File: src/rtl/idrw_pkg.sv
// Shared types and constants for the in-order delivery reorder window.
// No dependencies; used through scoped names by every rtl file but idrw_ram and the assert header.
package idrw_pkg;

   localparam int INST_W   = 32;
   localparam int KEY_W    = 32;
   localparam int HANDLE_W = 32;
   localparam int SIZE_W   = 16;
   localparam int ENTRY_W  = KEY_W + HANDLE_W + SIZE_W;

   typedef enum logic {
      OP_MAP    = 1'b0,
      OP_ACCEPT = 1'b1
   } opcode_type;

   typedef enum logic {
      KIND_DELIVERY = 1'b0,
      KIND_STATUS   = 1'b1
   } kind_type;

   typedef enum logic [2:0] {
      DISP_FUTURE       = 3'd0,
      DISP_OLD          = 3'd1,
      DISP_STORED       = 3'd2,
      DISP_DONE_ALREADY = 3'd3,
      DISP_REPLACED     = 3'd4,
      DISP_DROPPED      = 3'd5,
      DISP_DISCARDED    = 3'd6,
      DISP_COMPLETED    = 3'd7
   } disp_type;

   // flag update for one slot
   typedef struct packed {
      logic set_map;
      logic set_fin;
      logic clr_map;
      logic clr_fin;
   } flag_op_type;

endpackage

File: src/rtl/idrw_req_if.sv
// Input channel of the reorder window: valid/ready plus one map or acceptance item.
// Depends on idrw_pkg for field widths.
interface idrw_req_if;
   logic                          valid;
   logic                          ready;
   logic                          opcode;
   logic [idrw_pkg::INST_W-1:0]   instance_req;
   logic [idrw_pkg::KEY_W-1:0]    command_key;
   logic [idrw_pkg::HANDLE_W-1:0] payload_handle;
   logic [idrw_pkg::SIZE_W-1:0]   payload_size;

   modport source (output valid, opcode, instance_req, command_key, payload_handle,
                   payload_size, input ready);
   modport sink   (input valid, opcode, instance_req, command_key, payload_handle,
                   payload_size, output ready);
endinterface

File: src/rtl/idrw_rsp_if.sv
// Result channel of the reorder window: valid/ready plus one delivery or status item.
// Depends on idrw_pkg for field widths.
interface idrw_rsp_if;
   logic                          valid;
   logic                          ready;
   logic                          kind;
   logic [idrw_pkg::INST_W-1:0]   delivered_instance;
   logic [idrw_pkg::KEY_W-1:0]    delivered_key;
   logic [idrw_pkg::HANDLE_W-1:0] delivered_handle;
   logic [idrw_pkg::SIZE_W-1:0]   delivered_size;
   logic [2:0]                    disposition;
   logic                          last;

   modport source (output valid, kind, delivered_instance, delivered_key, delivered_handle,
                   delivered_size, disposition, last, input ready);
   modport sink   (input valid, kind, delivered_instance, delivered_key, delivered_handle,
                   delivered_size, disposition, last, output ready);
endinterface

File: src/rtl/idrw_ram.sv
// Generic simple dual-port RAM, one write and one registered read port.
// No dependencies.
module idrw_ram #(
   parameter int WIDTH = 8,
   parameter int DEPTH = 16
) (
   input  logic                     clock,
   input  logic                     wr_en,
   input  logic [$clog2(DEPTH)-1:0] wr_addr,
   input  logic [WIDTH-1:0]         wr_data,
   input  logic                     rd_en,
   input  logic [$clog2(DEPTH)-1:0] rd_addr,
   output logic [WIDTH-1:0]         rd_data
);

   logic [WIDTH-1:0] mem_ff [DEPTH];
   logic [WIDTH-1:0] rd_data_ff;

   always_ff @(posedge clock) begin
      if (wr_en) begin
         mem_ff[wr_addr] <= wr_data;
      end
      if (rd_en) begin
         rd_data_ff <= mem_ff[rd_addr];
      end
   end

   assign rd_data = rd_data_ff;

endmodule

File: src/rtl/idrw_flags.sv
// Per-slot mapping-known and final-known flags, cleared by reset.
// Depends on idrw_pkg (flag_op_type).
module idrw_flags #(
   parameter int DEPTH = 32
) (
   input  logic                     clock,
   input  logic                     reset,
   input  logic [$clog2(DEPTH)-1:0] addr,
   input  idrw_pkg::flag_op_type    op,
   output logic                     map_known,
   output logic                     fin_known
);

   logic [DEPTH-1:0] map_ff, map_in;
   logic [DEPTH-1:0] fin_ff, fin_in;

   always_comb begin
      map_in = map_ff;
      fin_in = fin_ff;
      if (op.set_map) map_in[addr] = 1'b1;
      if (op.clr_map) map_in[addr] = 1'b0;
      if (op.set_fin) fin_in[addr] = 1'b1;
      if (op.clr_fin) fin_in[addr] = 1'b0;
   end

   always_ff @(posedge clock) begin
      if (reset) begin
         map_ff <= '0;
         fin_ff <= '0;
      end else begin
         map_ff <= map_in;
         fin_ff <= fin_in;
      end
   end

   assign map_known = map_ff[addr];
   assign fin_known = fin_ff[addr];

endmodule

File: src/rtl/inorder_delivery_reorder_window.sv
// In-order delivery reorder window: top level, sequencer and slot datapath.
// Depends on idrw_pkg, idrw_req_if, idrw_rsp_if, idrw_ram and idrw_flags.
//
// Usage:
//  - req_chan carries command mappings (opcode 0) and final-key acceptances
//    (opcode 1) for consensus instances; a transfer happens when valid and
//    ready are both high. One item is worked on at a time.
//  - rsp_chan returns zero or more deliveries (kind 0, instance order) and then
//    exactly one status transfer (kind 1, last 1) per input item.
//  - csr_wr_en/csr_wr_data write the anchor bit (1: the first item after reset
//    puts the cursor just below its instance); write it only while idle.
//  - Each input item passes ST_IDLE, ST_LOOKUP and ST_STATUS when outside the
//    window, with ST_MODIFY before ST_STATUS when inside; an item that
//    completes a slot adds ST_DEL_CHECK and ST_DEL_EMIT per delivered
//    instance and a last ST_DEL_CHECK. An in-window item reads its slot RAM
//    entry in ST_LOOKUP and may write it back in ST_MODIFY; a delivery burst
//    walks one slot at a time (flag check and RAM read, then the output load).
//  - Reset (synchronous) clears all flags, the cursor and the anchor bit, and
//    arms the first-item anchor. No clearing pass: the RAM needs none.
//  - A stalled receiver holds the output register; the sequencer waits, and
//    the next request is taken once the status item sits in the output
//    register, even if it has not been transferred yet.
module inorder_delivery_reorder_window #(
   parameter int WINDOW_DEPTH = 32
) (
   input  logic          clock,
   input  logic          reset,
   input  logic          csr_wr_en,
   input  logic          csr_wr_data,
   idrw_req_if.sink      req_chan,
   idrw_rsp_if.source    rsp_chan
);

   localparam int SLOT_W = $clog2(WINDOW_DEPTH);
   localparam int IW     = idrw_pkg::INST_W;
   localparam int KW     = idrw_pkg::KEY_W;
   localparam int HW     = idrw_pkg::HANDLE_W;
   localparam int SW     = idrw_pkg::SIZE_W;

   typedef enum logic [2:0] {
      ST_IDLE,
      ST_LOOKUP,
      ST_MODIFY,
      ST_DEL_CHECK,
      ST_DEL_EMIT,
      ST_STATUS
   } state_type;

   // sequencer state and per-item registers
   state_type          state_ff, state_in;
   logic               anchor_first_ff, anchor_first_in;
   logic               start_pending_ff, start_pending_in;
   logic [IW-1:0]      cursor_ff, cursor_in;
   logic [SLOT_W-1:0]  cursor_slot_ff, cursor_slot_in;
   logic               op_ff, op_in;
   logic [IW-1:0]      inst_ff, inst_in;
   logic [KW-1:0]      key_ff, key_in;
   logic [HW-1:0]      handle_ff, handle_in;
   logic [SW-1:0]      size_ff, size_in;
   logic [SLOT_W-1:0]  slot_ff, slot_in;
   idrw_pkg::disp_type disp_ff, disp_in;

   // output register
   logic               rsp_valid_ff, rsp_valid_in;
   idrw_pkg::kind_type rsp_kind_ff, rsp_kind_in;
   logic [IW-1:0]      rsp_inst_ff, rsp_inst_in;
   logic [KW-1:0]      rsp_key_ff, rsp_key_in;
   logic [HW-1:0]      rsp_handle_ff, rsp_handle_in;
   logic [SW-1:0]      rsp_size_ff, rsp_size_in;
   idrw_pkg::disp_type rsp_disp_ff, rsp_disp_in;
   logic               rsp_last_ff, rsp_last_in;

   // window check and slot arithmetic
   logic [IW:0]        window_end;
   logic               is_future;
   logic               is_old;
   logic [IW-1:0]      inst_diff;
   logic [SLOT_W:0]    slot_sum;
   logic [SLOT_W-1:0]  lookup_slot;
   logic [SLOT_W-1:0]  next_slot;
   logic               out_free;

   // slot RAM and flag store hookup
   logic                          ram_wr_en;
   logic [idrw_pkg::ENTRY_W-1:0]  ram_wr_data;
   logic                          ram_rd_en;
   logic [SLOT_W-1:0]             ram_rd_addr;
   logic [idrw_pkg::ENTRY_W-1:0]  ram_rd_data;
   logic [KW-1:0]                 rd_key;
   logic [HW-1:0]                 rd_handle;
   logic [SW-1:0]                 rd_size;
   logic [SLOT_W-1:0]             flag_addr;
   idrw_pkg::flag_op_type         flag_op;
   logic                          map_known;
   logic                          fin_known;

   idrw_ram #(
      .WIDTH (idrw_pkg::ENTRY_W),
      .DEPTH (WINDOW_DEPTH)
   ) u_slot_ram (
      .clock   (clock),
      .wr_en   (ram_wr_en),
      .wr_addr (slot_ff),
      .wr_data (ram_wr_data),
      .rd_en   (ram_rd_en),
      .rd_addr (ram_rd_addr),
      .rd_data (ram_rd_data)
   );

   idrw_flags #(
      .DEPTH (WINDOW_DEPTH)
   ) u_flags (
      .clock     (clock),
      .reset     (reset),
      .addr      (flag_addr),
      .op        (flag_op),
      .map_known (map_known),
      .fin_known (fin_known)
   );

   assign {rd_key, rd_handle, rd_size} = ram_rd_data;

   // Window bounds, compared without wrap-around.
   assign window_end = {1'b0, cursor_ff} + (IW+1)'(WINDOW_DEPTH);
   assign is_future  = {1'b0, inst_ff} >= window_end;
   assign is_old     = inst_ff <= cursor_ff;

   // Slots are numbered relative to the cursor: only differences inside the
   // window matter, so instance cursor+d lives at cursor_slot+d (mod depth).
   // In the window d < depth, so one compare-subtract wraps the sum.
   assign inst_diff = inst_ff - cursor_ff;
   assign slot_sum  = {1'b0, cursor_slot_ff} + {1'b0, inst_diff[SLOT_W-1:0]};
   assign lookup_slot = (slot_sum >= (SLOT_W+1)'(WINDOW_DEPTH))
                      ? SLOT_W'(slot_sum - (SLOT_W+1)'(WINDOW_DEPTH))
                      : slot_sum[SLOT_W-1:0];

   assign next_slot = (cursor_slot_ff == SLOT_W'(WINDOW_DEPTH - 1))
                    ? '0 : cursor_slot_ff + SLOT_W'(1);

   // Output register may take a new item when empty or being drained.
   assign out_free = !rsp_valid_ff || rsp_chan.ready;

   assign flag_addr = (state_ff == ST_MODIFY) ? slot_ff : next_slot;

   always_comb begin
      state_in         = state_ff;
      anchor_first_in  = anchor_first_ff;
      start_pending_in = start_pending_ff;
      cursor_in        = cursor_ff;
      cursor_slot_in   = cursor_slot_ff;
      op_in            = op_ff;
      inst_in          = inst_ff;
      key_in           = key_ff;
      handle_in        = handle_ff;
      size_in          = size_ff;
      slot_in          = slot_ff;
      disp_in          = disp_ff;

      rsp_valid_in  = rsp_valid_ff && !rsp_chan.ready;
      rsp_kind_in   = rsp_kind_ff;
      rsp_inst_in   = rsp_inst_ff;
      rsp_key_in    = rsp_key_ff;
      rsp_handle_in = rsp_handle_ff;
      rsp_size_in   = rsp_size_ff;
      rsp_disp_in   = rsp_disp_ff;
      rsp_last_in   = rsp_last_ff;

      ram_wr_en   = 1'b0;
      ram_wr_data = {rd_key, rd_handle, rd_size};
      ram_rd_en   = 1'b0;
      ram_rd_addr = next_slot;
      flag_op     = '0;

      if (csr_wr_en) begin
         anchor_first_in = csr_wr_data;
      end

      case (state_ff)
         ST_IDLE: begin
            if (req_chan.valid) begin
               op_in     = req_chan.opcode;
               inst_in   = req_chan.instance_req;
               key_in    = req_chan.command_key;
               handle_in = req_chan.payload_handle;
               size_in   = req_chan.payload_size;
               // first item after reset may set the starting point
               if (start_pending_ff) begin
                  start_pending_in = 1'b0;
                  if (anchor_first_ff) begin
                     cursor_in = req_chan.instance_req - IW'(1);
                  end
               end
               state_in = ST_LOOKUP;
            end
         end

         ST_LOOKUP: begin
            if (is_future) begin
               disp_in  = idrw_pkg::DISP_FUTURE;
               state_in = ST_STATUS;
            end else if (is_old) begin
               disp_in  = idrw_pkg::DISP_OLD;
               state_in = ST_STATUS;
            end else begin
               slot_in     = lookup_slot;
               ram_rd_en   = 1'b1;
               ram_rd_addr = lookup_slot;
               state_in    = ST_MODIFY;
            end
         end

         ST_MODIFY: begin
            // read-modify-write of the slot; flags and RAM data both current
            state_in = ST_STATUS;
            if (map_known && fin_known) begin
               disp_in = idrw_pkg::DISP_DONE_ALREADY;
            end else if (op_ff == idrw_pkg::OP_MAP) begin
               if (map_known) begin
                  ram_wr_en   = 1'b1;
                  ram_wr_data = {key_ff, handle_ff, size_ff};
                  disp_in     = idrw_pkg::DISP_REPLACED;
               end else if (fin_known) begin
                  if (rd_key == key_ff) begin
                     ram_wr_en       = 1'b1;
                     ram_wr_data     = {rd_key, handle_ff, size_ff};
                     flag_op.set_map = 1'b1;
                     disp_in         = idrw_pkg::DISP_COMPLETED;
                     state_in        = ST_DEL_CHECK;
                  end else begin
                     disp_in = idrw_pkg::DISP_DROPPED;
                  end
               end else begin
                  ram_wr_en       = 1'b1;
                  ram_wr_data     = {key_ff, handle_ff, size_ff};
                  flag_op.set_map = 1'b1;
                  disp_in         = idrw_pkg::DISP_STORED;
               end
            end else begin
               if (map_known) begin
                  if (rd_key == key_ff) begin
                     flag_op.set_fin = 1'b1;
                     disp_in         = idrw_pkg::DISP_COMPLETED;
                     state_in        = ST_DEL_CHECK;
                  end else begin
                     // conflicting final key: drop the mapping, keep the key
                     ram_wr_en       = 1'b1;
                     ram_wr_data     = {key_ff, rd_handle, rd_size};
                     flag_op.clr_map = 1'b1;
                     flag_op.set_fin = 1'b1;
                     disp_in         = idrw_pkg::DISP_DISCARDED;
                  end
               end else if (fin_known) begin
                  disp_in = idrw_pkg::DISP_DONE_ALREADY;
               end else begin
                  ram_wr_en       = 1'b1;
                  ram_wr_data     = {key_ff, rd_handle, rd_size};
                  flag_op.set_fin = 1'b1;
                  disp_in         = idrw_pkg::DISP_STORED;
               end
            end
         end

         ST_DEL_CHECK: begin
            // next slot complete and cursor not at its top: fetch it
            if (cursor_ff != '1 && map_known && fin_known) begin
               ram_rd_en   = 1'b1;
               ram_rd_addr = next_slot;
               state_in    = ST_DEL_EMIT;
            end else begin
               state_in = ST_STATUS;
            end
         end

         ST_DEL_EMIT: begin
            if (out_free) begin
               rsp_valid_in    = 1'b1;
               rsp_kind_in     = idrw_pkg::KIND_DELIVERY;
               rsp_inst_in     = cursor_ff + IW'(1);
               rsp_key_in      = rd_key;
               rsp_handle_in   = rd_handle;
               rsp_size_in     = rd_size;
               rsp_disp_in     = idrw_pkg::DISP_FUTURE;
               rsp_last_in     = 1'b0;
               flag_op.clr_map = 1'b1;
               flag_op.clr_fin = 1'b1;
               cursor_in       = cursor_ff + IW'(1);
               cursor_slot_in  = next_slot;
               state_in        = ST_DEL_CHECK;
            end
         end

         ST_STATUS: begin
            if (out_free) begin
               rsp_valid_in  = 1'b1;
               rsp_kind_in   = idrw_pkg::KIND_STATUS;
               rsp_inst_in   = '0;
               rsp_key_in    = '0;
               rsp_handle_in = '0;
               rsp_size_in   = '0;
               rsp_disp_in   = disp_ff;
               rsp_last_in   = 1'b1;
               state_in      = ST_IDLE;
            end
         end

         default: begin
            state_in = ST_IDLE;
         end
      endcase
   end

   always_ff @(posedge clock) begin
      if (reset) begin
         state_ff         <= ST_IDLE;
         anchor_first_ff  <= 1'b0;
         start_pending_ff <= 1'b1;
         cursor_ff        <= '0;
         cursor_slot_ff   <= '0;
         rsp_valid_ff     <= 1'b0;
      end else begin
         state_ff         <= state_in;
         anchor_first_ff  <= anchor_first_in;
         start_pending_ff <= start_pending_in;
         cursor_ff        <= cursor_in;
         cursor_slot_ff   <= cursor_slot_in;
         rsp_valid_ff     <= rsp_valid_in;
      end
      op_ff         <= op_in;
      inst_ff       <= inst_in;
      key_ff        <= key_in;
      handle_ff     <= handle_in;
      size_ff       <= size_in;
      slot_ff       <= slot_in;
      disp_ff       <= disp_in;
      rsp_kind_ff   <= rsp_kind_in;
      rsp_inst_ff   <= rsp_inst_in;
      rsp_key_ff    <= rsp_key_in;
      rsp_handle_ff <= rsp_handle_in;
      rsp_size_ff   <= rsp_size_in;
      rsp_disp_ff   <= rsp_disp_in;
      rsp_last_ff   <= rsp_last_in;
   end

   assign req_chan.ready = (state_ff == ST_IDLE);

   assign rsp_chan.valid              = rsp_valid_ff;
   assign rsp_chan.kind               = rsp_kind_ff;
   assign rsp_chan.delivered_instance = rsp_inst_ff;
   assign rsp_chan.delivered_key      = rsp_key_ff;
   assign rsp_chan.delivered_handle   = rsp_handle_ff;
   assign rsp_chan.delivered_size     = rsp_size_ff;
   assign rsp_chan.disposition        = rsp_disp_ff;
   assign rsp_chan.last               = rsp_last_ff;

endmodule

File: src/flat_wrapper.sv
// flat-port wrapper written by rule: the top's interface ports become plain ports
module inorder_delivery_reorder_window_flat 
#(
   parameter int WINDOW_DEPTH = 32
)
  (clock, reset, csr_wr_en, csr_wr_data, req_chan_valid, req_chan_opcode, req_chan_instance_req, req_chan_command_key, req_chan_payload_handle, req_chan_payload_size, req_chan_ready, rsp_chan_valid, rsp_chan_kind, rsp_chan_delivered_instance, rsp_chan_delivered_key, rsp_chan_delivered_handle, rsp_chan_delivered_size, rsp_chan_disposition, rsp_chan_last, rsp_chan_ready);
  idrw_req_if req_chan_i ();
  idrw_rsp_if rsp_chan_i ();
  input  logic clock;
  input  logic reset;
  input  logic csr_wr_en;
  input  logic csr_wr_data;
  input wire logic [$bits(req_chan_i.valid)-1:0] req_chan_valid;
  input wire logic [$bits(req_chan_i.opcode)-1:0] req_chan_opcode;
  input wire logic [$bits(req_chan_i.instance_req)-1:0] req_chan_instance_req;
  input wire logic [$bits(req_chan_i.command_key)-1:0] req_chan_command_key;
  input wire logic [$bits(req_chan_i.payload_handle)-1:0] req_chan_payload_handle;
  input wire logic [$bits(req_chan_i.payload_size)-1:0] req_chan_payload_size;
  output wire logic [$bits(req_chan_i.ready)-1:0] req_chan_ready;
  output wire logic [$bits(rsp_chan_i.valid)-1:0] rsp_chan_valid;
  output wire logic [$bits(rsp_chan_i.kind)-1:0] rsp_chan_kind;
  output wire logic [$bits(rsp_chan_i.delivered_instance)-1:0] rsp_chan_delivered_instance;
  output wire logic [$bits(rsp_chan_i.delivered_key)-1:0] rsp_chan_delivered_key;
  output wire logic [$bits(rsp_chan_i.delivered_handle)-1:0] rsp_chan_delivered_handle;
  output wire logic [$bits(rsp_chan_i.delivered_size)-1:0] rsp_chan_delivered_size;
  output wire logic [$bits(rsp_chan_i.disposition)-1:0] rsp_chan_disposition;
  output wire logic [$bits(rsp_chan_i.last)-1:0] rsp_chan_last;
  input wire logic [$bits(rsp_chan_i.ready)-1:0] rsp_chan_ready;
  assign req_chan_i.valid = req_chan_valid;
  assign req_chan_i.opcode = req_chan_opcode;
  assign req_chan_i.instance_req = req_chan_instance_req;
  assign req_chan_i.command_key = req_chan_command_key;
  assign req_chan_i.payload_handle = req_chan_payload_handle;
  assign req_chan_i.payload_size = req_chan_payload_size;
  assign req_chan_ready = req_chan_i.ready;
  assign rsp_chan_valid = rsp_chan_i.valid;
  assign rsp_chan_kind = rsp_chan_i.kind;
  assign rsp_chan_delivered_instance = rsp_chan_i.delivered_instance;
  assign rsp_chan_delivered_key = rsp_chan_i.delivered_key;
  assign rsp_chan_delivered_handle = rsp_chan_i.delivered_handle;
  assign rsp_chan_delivered_size = rsp_chan_i.delivered_size;
  assign rsp_chan_disposition = rsp_chan_i.disposition;
  assign rsp_chan_last = rsp_chan_i.last;
  assign rsp_chan_i.ready = rsp_chan_ready;
  inorder_delivery_reorder_window #(.WINDOW_DEPTH(WINDOW_DEPTH)) u_core (.clock(clock), .reset(reset), .csr_wr_en(csr_wr_en), .csr_wr_data(csr_wr_data), .req_chan(req_chan_i), .rsp_chan(rsp_chan_i));
endmodule
File: config.mk
export PLATFORM = sky130hd
export DESIGN_NAME = inorder_delivery_reorder_window_flat
export DESIGN_NICKNAME = d
export VERILOG_FILES = /design/src/rtl/idrw_pkg.sv /design/src/rtl/idrw_req_if.sv /design/src/rtl/idrw_rsp_if.sv /design/src/rtl/idrw_ram.sv /design/src/rtl/idrw_flags.sv /design/src/rtl/inorder_delivery_reorder_window.sv /design/src/flat_wrapper.sv
export SDC_FILE = /design/constraint.sdc
export NUM_CORES = 2
export LEC_CHECK = 0
export CAP_MARGIN = 20
export CORE_MARGIN = 2
export CORE_UTILIZATION = 45
export CTS_CLUSTER_DIAMETER = 80
export DETAILED_ROUTE_END_ITERATION = 8
export DONT_BUFFER_PORTS = 1
export RECOVER_POWER = 50
export SYNTH_ARGS = -nofsm -noshare
export SYNTH_HDL_FRONTEND = slang
export SYNTH_SLANG_ARGS = --single-unit
File: constraint.sdc
create_clock -name clock -period 8.7 [get_ports clock]
set_input_delay 0.435 -clock clock [delete_from_list [all_inputs] [get_ports clock]]
set_output_delay 0.435 -clock clock [all_outputs]
set_load 0.02 [all_outputs]
Word level (Yosys, flattened, before mapping)
Memories as Yosys holds them, arrays and structs flattened. A register that Yosys moved wholly into a read port is not among the register bits.
Index checks and enable logic that the tools add are counted.
{ "word_totals": {"register_bits": 344, "ramBits": 2560, "inputBits": 119, "output_inout_bits": 119, "elab_cells": 170, "mem_count": 1} }
{ "memory_table": {"columns": ["memory", "words", "word_bits", "read_ports", "rd_clocked_by_memory_dff", "wr", "line", "source"], "rows": [
  ["u_core.u_slot_ram.mem_ff", 32, 80, 1, 1, 1, "idrw_ram.sv:16", "logic [WIDTH-1:0] mem_ff [DEPTH];"]
]} }
{ "classes": {"add_sub_neg": 7, "magnitude_cmp": 5, "eq_ne": 14, "mux": 95, "bitwise": 7, "n_reduce_logical": 20} }
{ "ops": {"columns": ["operator", "n"], "rows": [
  ["$mux W80", 8],
  ["$mux W32", 11],
  ["$pmux W32 S2", 4],
  ["$and A32 B32 Y32", 2],
  ["$or A32 B32 Y32", 2],
  ["$mux W3", 20],
  ["$mux W48", 1],
  ["$add A32 B6 Y33 const B", 1],
  ["$ge A32 B33 Y1", 1],
  ["$add A32 B1 Y32 const B", 1],
  ["$eq A32 B32 Y1", 1],
  ["$le A32 B32 Y1", 1],
  ["$mux W16", 2],
  ["$ne A32 B32 Y1 const B", 1],
  ["$not A32 Y32", 1],
  ["$pmux W16 S2", 1],
  ["$sub A32 B1 Y32 const B", 1],
  ["$mux W5", 6],
  ["$mux W1", 29],
  ["$pmux W3 S6", 1],
  ["$pmux W3 S2", 2],
  ["$bmux W1 S5", 2],
  ["$reduce_and A3 Y1", 3],
  ["$mux W2", 4],
  ["25 further kinds", 42]
]} }

Logic depth before layout (Yosys ltp)
{ "logic_depth": {"ltp_word": 13, "mapped_depth": 27, "depth_no_buf": 22} }

By module
A second synthesis with hierarchy kept.
{ "unflattened": {"cells_unflattened": 6276, "hier_area_um2": 117696.6} }
{ "by_module_without_submodules": {"columns": ["module", "instances", "cells_per_inst", "area_per_inst_um2"], "rows": [
  ["idrw_ram", 1, 4683, 99704.4],
  ["inorder_delivery_reorder_window", 1, 1269, 14871.8],
  ["idrw_flags", 1, 324, 3120.5]
]} }

Worst setup path before layout
OpenSTA, ideal clock, no wires.
{ "synth_timing": {"path_kind": "register to register", "start": "register u_core.cursor_ff[5]", "end": "register u_core.u_slot_ram.rd_data_ff[0], in the netlist u_core.u_slot_ram.rd_data[0] (read register of u_core.u_slot_ram.mem_ff) (enable)", "setup_time_ns": 0.519, "arrival_ns": 7.292, "setup_slack_ns": 0.889, "path_stages_with_launch": 20, "path_buffers": 1, "period_less_slack_ns": 7.811, "path_cell_list": "dfxtp_1 -> ha_1 -> nand4_1 -> nor4_1 -> and3_1 -> and3_1 -> and3_1 -> clkbuf_1 -> and3_1 -> nand3_1 -> xnor2_1 -> ha_1 -> a21o_1 -> a21oi_1 -> o21ai_0 -> o31ai_4 -> o21ai_0 -> nor2_1 -> o21ai_0 -> nor2_1"} }
{ "synth_between": {"elab_chain_cells": 5, "word_cells_on_any_way": 13, "classes_between": "1 x add/sub; 2 x order compare; 1 x eq/ne; 7 x mux; 2 x reduce/logical"} }
{ "synth_rtl": {"columns": ["item", "line", "source"], "rows": [
  ["start, declared", "inorder_delivery_reorder_window.sv:53", "logic [IW-1:0] cursor_ff, cursor_in;"],
  ["start signal, assigned", "inorder_delivery_reorder_window.sv:324", "cursor_ff <= cursor_in;"],
  ["branches (longest 4 deep; another with $add A32 B6 Y33)", null, null],
  ["$pmux W1 S2 *", "inorder_delivery_reorder_window.sv:178", "case (state_ff)"],
  ["net u_core.ram_rd_en", "inorder_delivery_reorder_window.sv:86", "logic ram_rd_en;"],
  ["end, declared", "idrw_ram.sv:17", "logic [WIDTH-1:0] rd_data_ff;"]
]} }
Mark *: on every way through the listed nets, which the timed path passes.
A chain may end at the register's enable or synchronous reset.

Worst setup path in the final report
{ "layout_timing": {"start": "register u_core.cursor_slot_ff[0]", "end": "memory u_core.u_slot_ram.mem_ff[9][71] in the netlist's numbering, data pin"} }
{ "layout_between": {"elab_chain_cells": 10, "word_cells_on_any_way": 16, "classes_between": "1 x add/sub; 1 x eq/ne; 13 x mux; 1 x reduce/logical"} }
{ "layout_rtl": {"columns": ["item", "line", "source"], "rows": [
  ["start, declared", "inorder_delivery_reorder_window.sv:54", "logic [SLOT_W-1:0] cursor_slot_ff, cursor_slot_in;"],
  ["start signal, assigned", "inorder_delivery_reorder_window.sv:325", "cursor_slot_ff <= cursor_slot_in;"],
  ["$add A5 B1 Y5 or $eq A5 B5 Y1 (tied branches)", "inorder_delivery_reorder_window.sv:138, inorder_delivery_reorder_window.sv:137", null],
  ["$mux W5 *", "inorder_delivery_reorder_window.sv:138", "? '0 : cursor_slot_ff + SLOT_W'(1);"],
  ["$mux W5 *", "inorder_delivery_reorder_window.sv:143", "assign flag_addr = (state_ff == ST_MODIFY) ? slot_ff : next_slot;"],
  ["$bmux W1 S5", "idrw_flags.sv:37", "assign fin_known = fin_ff[addr];"],
  ["$mux W1 (not written as such)", "idrw_flags.sv:37", null],
  ["$mux W80, on equally long branches", "inorder_delivery_reorder_window.sv:222, inorder_delivery_reorder_window.sv:252", null],
  ["$mux W80, on equally long branches", "inorder_delivery_reorder_window.sv:218, inorder_delivery_reorder_window.sv:239", null],
  ["$mux W80", "inorder_delivery_reorder_window.sv:217", "end else if (op_ff == idrw_pkg::OP_MAP) begin"],
  ["$mux W80 *", "inorder_delivery_reorder_window.sv:215", "if (map_known && fin_known) begin"],
  ["$mux W80 *", "inorder_delivery_reorder_window.sv:178", null],
  ["net u_core.ram_wr_data, one bit", "inorder_delivery_reorder_window.sv:85", "logic [idrw_pkg::ENTRY_W-1:0] ram_wr_data;"],
  ["end, declared", "idrw_ram.sv:16", null]
]} }
The timed path passes the listed nets; every way through them passes the cells marked *. The select of a mux whose other input is x is not followed.

==> impl_metrics.py <==
metrics = {
    "synthesis": {
        "synth-edff-count": 2877,
        "async_flop_share": 0,
        "yosys_warnings": 0,
        "avgSynthCellArea_um2": 14.5,
        "synth_cell_type_count": 86,
        "synth_seq_cells": 2984,
        "yosysSeqAreaShare": 0.740,
        "syn-instance-count": 8270,
        "synth_nets": 8459,
        "synth_ff_type": "edfxtp_1",
        "netlist_area_um2": 120000,
    },
    "status": {
        "status": "finished with violations",
        "violations": "DRC, capacitance limit, slew limit",
    },
    "cts": {
        "clock_sinks": 2984,
        "cts_buffers": 317,
        "cts_tree": "done",
        "cts_buffer_depth": 4,
        "ctsHtreeMaxLevel": 5,
        "clockRootBuffer": "clkbuf_16",
        "clock_latency_ps": 930,
        "clk_pin_slew_ps": 70,
    },
    "routing": {
        "wl_per_cell_um": 30.3,
        "finalWirelength_um": 369000,
        "dr_total_vias": 75500,
        "drt-pass1-iter-count": 9,
        "drtIter0Drc": 10400,
        "drc": 3,
        "antenna_left": 0,
        "viasPerCell": 6.21,
    },
    "sta": {
        "slew_headroom": -3.86,
        "fin_crit_ps": 8260,
        "worstMarginPinSlew_ps": 7290,
        "fin_worst_skew_ps": 60.6,
        "setup_tns_ps": 0,
        "fin_crit_sh": 0.950,
        "rsz0062_at_grt": "false",
        "slew_violations": 446,
        "setup_viol_count_final": 0,
        "fmax_mhz": 121,
        "setup_slack_ps": 437,
        "finalHoldViolCount": 0,
    },
    "setup_path": {
        "critPathKind": "reg -> reg",
        "worstPathArrival_ps": 8790,
        "cp_max_fo": 32,
        "crit_path_start_kind": "flop",
        "required_ps": 9230,
        "crit_family": "multiplexers",
        "critPathMaxStageDelay_ps": 1720,
        "reg2reg_to": "u_core.u_slot_ram.mem_ff[9][71]",
        "critPathMostFrequentCell": "clkbuf_1",
        "crit_path_cell_trace": "ha_1, and3_1, ha_1, nor2b_1, mux2_1, clkbuf_1, mux2i_1, mux2i_1, o22ai_1, or4_1, nand2_1, a21o_1, clkbuf_1, clkbuf_1, mux2_1",
        "r2r_start": "u_core.cursor_slot_ff[0]",
        "crit_cells": 15,
        "path_buf_inv": 3,
        "critPathSlowestCell": "a21o_1",
        "r2r_slack_ps": 440,
        "ff2ff_path_depth": 15,
        "cp-end-kind": "flop",
    },
    "floorplan": {
        "die_height_um": 520,
        "core_um2": 265000,
        "die-area_um2": 270000,
        "ioPinCount": 238,
        "die-width_um": 520,
        "start_util": 0.452,
        "rows": 189,
    },
    "cells_and_area": {
        "fill_cells": 22000,
        "drive_gt1_frac": 0.0926,
        "nNetsFinal": 8561,
        "area_delta_synth_final_pct": 13.2,
        "utilization": 0.511,
    },
    "global_routing": {
        "grt_max_degree": 156,
        "overflow": 0,
        "grt_pass1_wl_um": 524000,
        "antenna_found_initial": 12,
        "grt_usage": 0.266,
        "grt_pass1_vias": 72000,
    },
    "power": {
        "power_leakage_nw": 43.5,
        "powerDensity_nw_per_um2": 333,
        "ir_drop_uv": 402,
    },
    "worst_hold_path": {
        "min_to": "u_core.cursor_ff[29]",
        "hp-start": "req_chan_instance_req[27]",
        "hold_class": "in -> reg",
        "min_path_cells": 5,
    },
    "place": {
        "gp_congestion": 0.861,
        "post-place-ws_ps": 984,
        "place_hpwl_um": 193000,
        "port_buffers": 0,
    },
    "job": {
        "maxCapViolations": 10,
    },
}
==> synthesized netlist by cell type, drive strengths merged (111+ instances only) <==
cell	number	share of area
clkbuf	288	0.0090
and2	117	0.0061
a31oi	288	0.015
edfxtp	2877	0.72
nand2	1547	0.049
nor2	172	0.0056
mux2i	197	0.016
and3	227	0.012
buf	257	0.011
nand3	417	0.017
a21oi	284	0.012
nand4	114	0.0060
mux2	111	0.011
a211oi	310	0.019
==> per-stage QoR <==
step / power [mW] / std cells / instance area (um^2) / hold slack [ps]
2_1_floorplan: 27.0 / 8270 / 120000 / 426
4_1_cts: 45.0 / 12200 / 136000 / 3.12
3_5_place_dp: 31.9 / 11500 / 124000 / 445
6_report: 45.0 / 12200 / 135000 / 69.1
5_1_grt: 46.7 / 12200 / 135000 / 73.3
3_3_place_gp: 31.7 / 11400 / 124000 / 435
==> final cells by class <==
cell class	count	area [um^2]	share of cell area
antenna	7	17.5	0.000129
clock buffer	372	8220	0.0607
clock inverter	203	1810	0.0134
inverter	50	189	0.00140
multi-input combinational	4691	28800	0.213
sequential	2984	88500	0.654
tap	3533	4420	0.0326
timing repair buffer	328	3440	0.0254
==> placed cells by master (no fill, tap or decap), drive strengths merged, types with 15 or more instances in the layout <==
master,Yosys,routed
edfxtp,2877,2877
a31oi,288,288
bufinv,0,22
dlygate4sd3,0,131
and3,227,227
and2,117,117
nand4,114,114
buf,257,176
nor3,39,39
a311oi,15,15
a21oi,284,284
dfxtp,107,107
a221oi,18,18
nand3,417,417
ha,68,68
mux4,65,65
a21boi,17,17
mux2,111,111
o2111ai,47,47
inv,49,65
nor2,172,172
o21ai,87,87
o22ai,101,101
nor4,45,45
o221ai,16,16
mux2i,197,197
xnor2,107,107
a22oi,68,68
a211oi,310,310
clkinv,1,157
nand2,1547,1547
a32oi,40,40
clkbuf,288,393
==> cells by family after synthesis <==
group | Yosys count | share of synthesized area
AOI/OAI and AO/OA | 1388 | 0.0782
xor gates and xnor gates | 120 | 0.00879
adders and majority gates | 70 | 0.00745
buffers and inverters | 595 | 0.0217
DFF | 2984 | 0.740
muxes | 373 | 0.0400
and+or+nand+nor | 2740 | 0.104
==> layer usage <==
layer  track usage  share of wire
met5             0       0.000022
met3        0.0465           0.10
met2         0.416           0.46
met4         0.101          0.040
met1         0.374           0.40
==> worst max-delay path by stage <==
stage	startpoint	to	slack, ps
global placement	u_core.cursor_ff[5]	u_core.u_slot_ram.rd_data[66]	1110
global route	u_core.cursor_slot_ff[0]	u_core.u_slot_ram.mem_ff[16][71]	260
finish	u_core.cursor_slot_ff[0]	u_core.u_slot_ram.mem_ff[9][71]	440
CTS	u_core.cursor_ff[5]	u_core.u_slot_ram.rd_data[66]	930
floorplan	u_core.cursor_ff[5]	u_core.u_slot_ram.rd_data[0]	890
detailed placement	u_core.cursor_ff[5]	u_core.u_slot_ram.rd_data[66]	980
==> tightest hold or removal path: cells and delay by family <==
| family | cells | cell delay (ps) |
|---|---|---|
| XOR/XNOR | 1 | 130 |
| AND/OR/NAND/NOR | 2 | 120 |
| AO/OA/AOI/OAI | 2 | 220 |
==> where the power goes <==
group,internal [mW],total (mW),switching (mW)
logic,3.73,13.2,9.48
registers,17.9,18.6,0.743
clock network,7.47,13.2,5.72
==> state kept, by name, indices dropped and copies added (netlist names), 16 cells and up, named ones only <==
name and cells:
u_core.inst_ff 32, u_core.handle_ff 32, u_core.u_slot_ram.mem_ff 2560, u_core.u_flags.fin_ff 32
u_core.rsp_chan.delivered_key 32, u_core.size_ff 16, u_core.u_slot_ram.rd_data 80, u_core.rsp_chan.delivered_instance 32
u_core.cursor_ff 32, u_core.rsp_chan.delivered_handle 32, u_core.key_ff 32, u_core.rsp_chan.delivered_size 16
==> timing repair <==
| item | CTS | global route |
|---|---|---|
| resized for setup | 0 | 0 |
| hold endpoints to repair | 223 | 0 |
| endpoints found under the setup margin | 0 | 0 |
| hold buffers | 132 | 0 |
| setup buffers | 0 | 0 |
(Power assumes the default switching activity.)
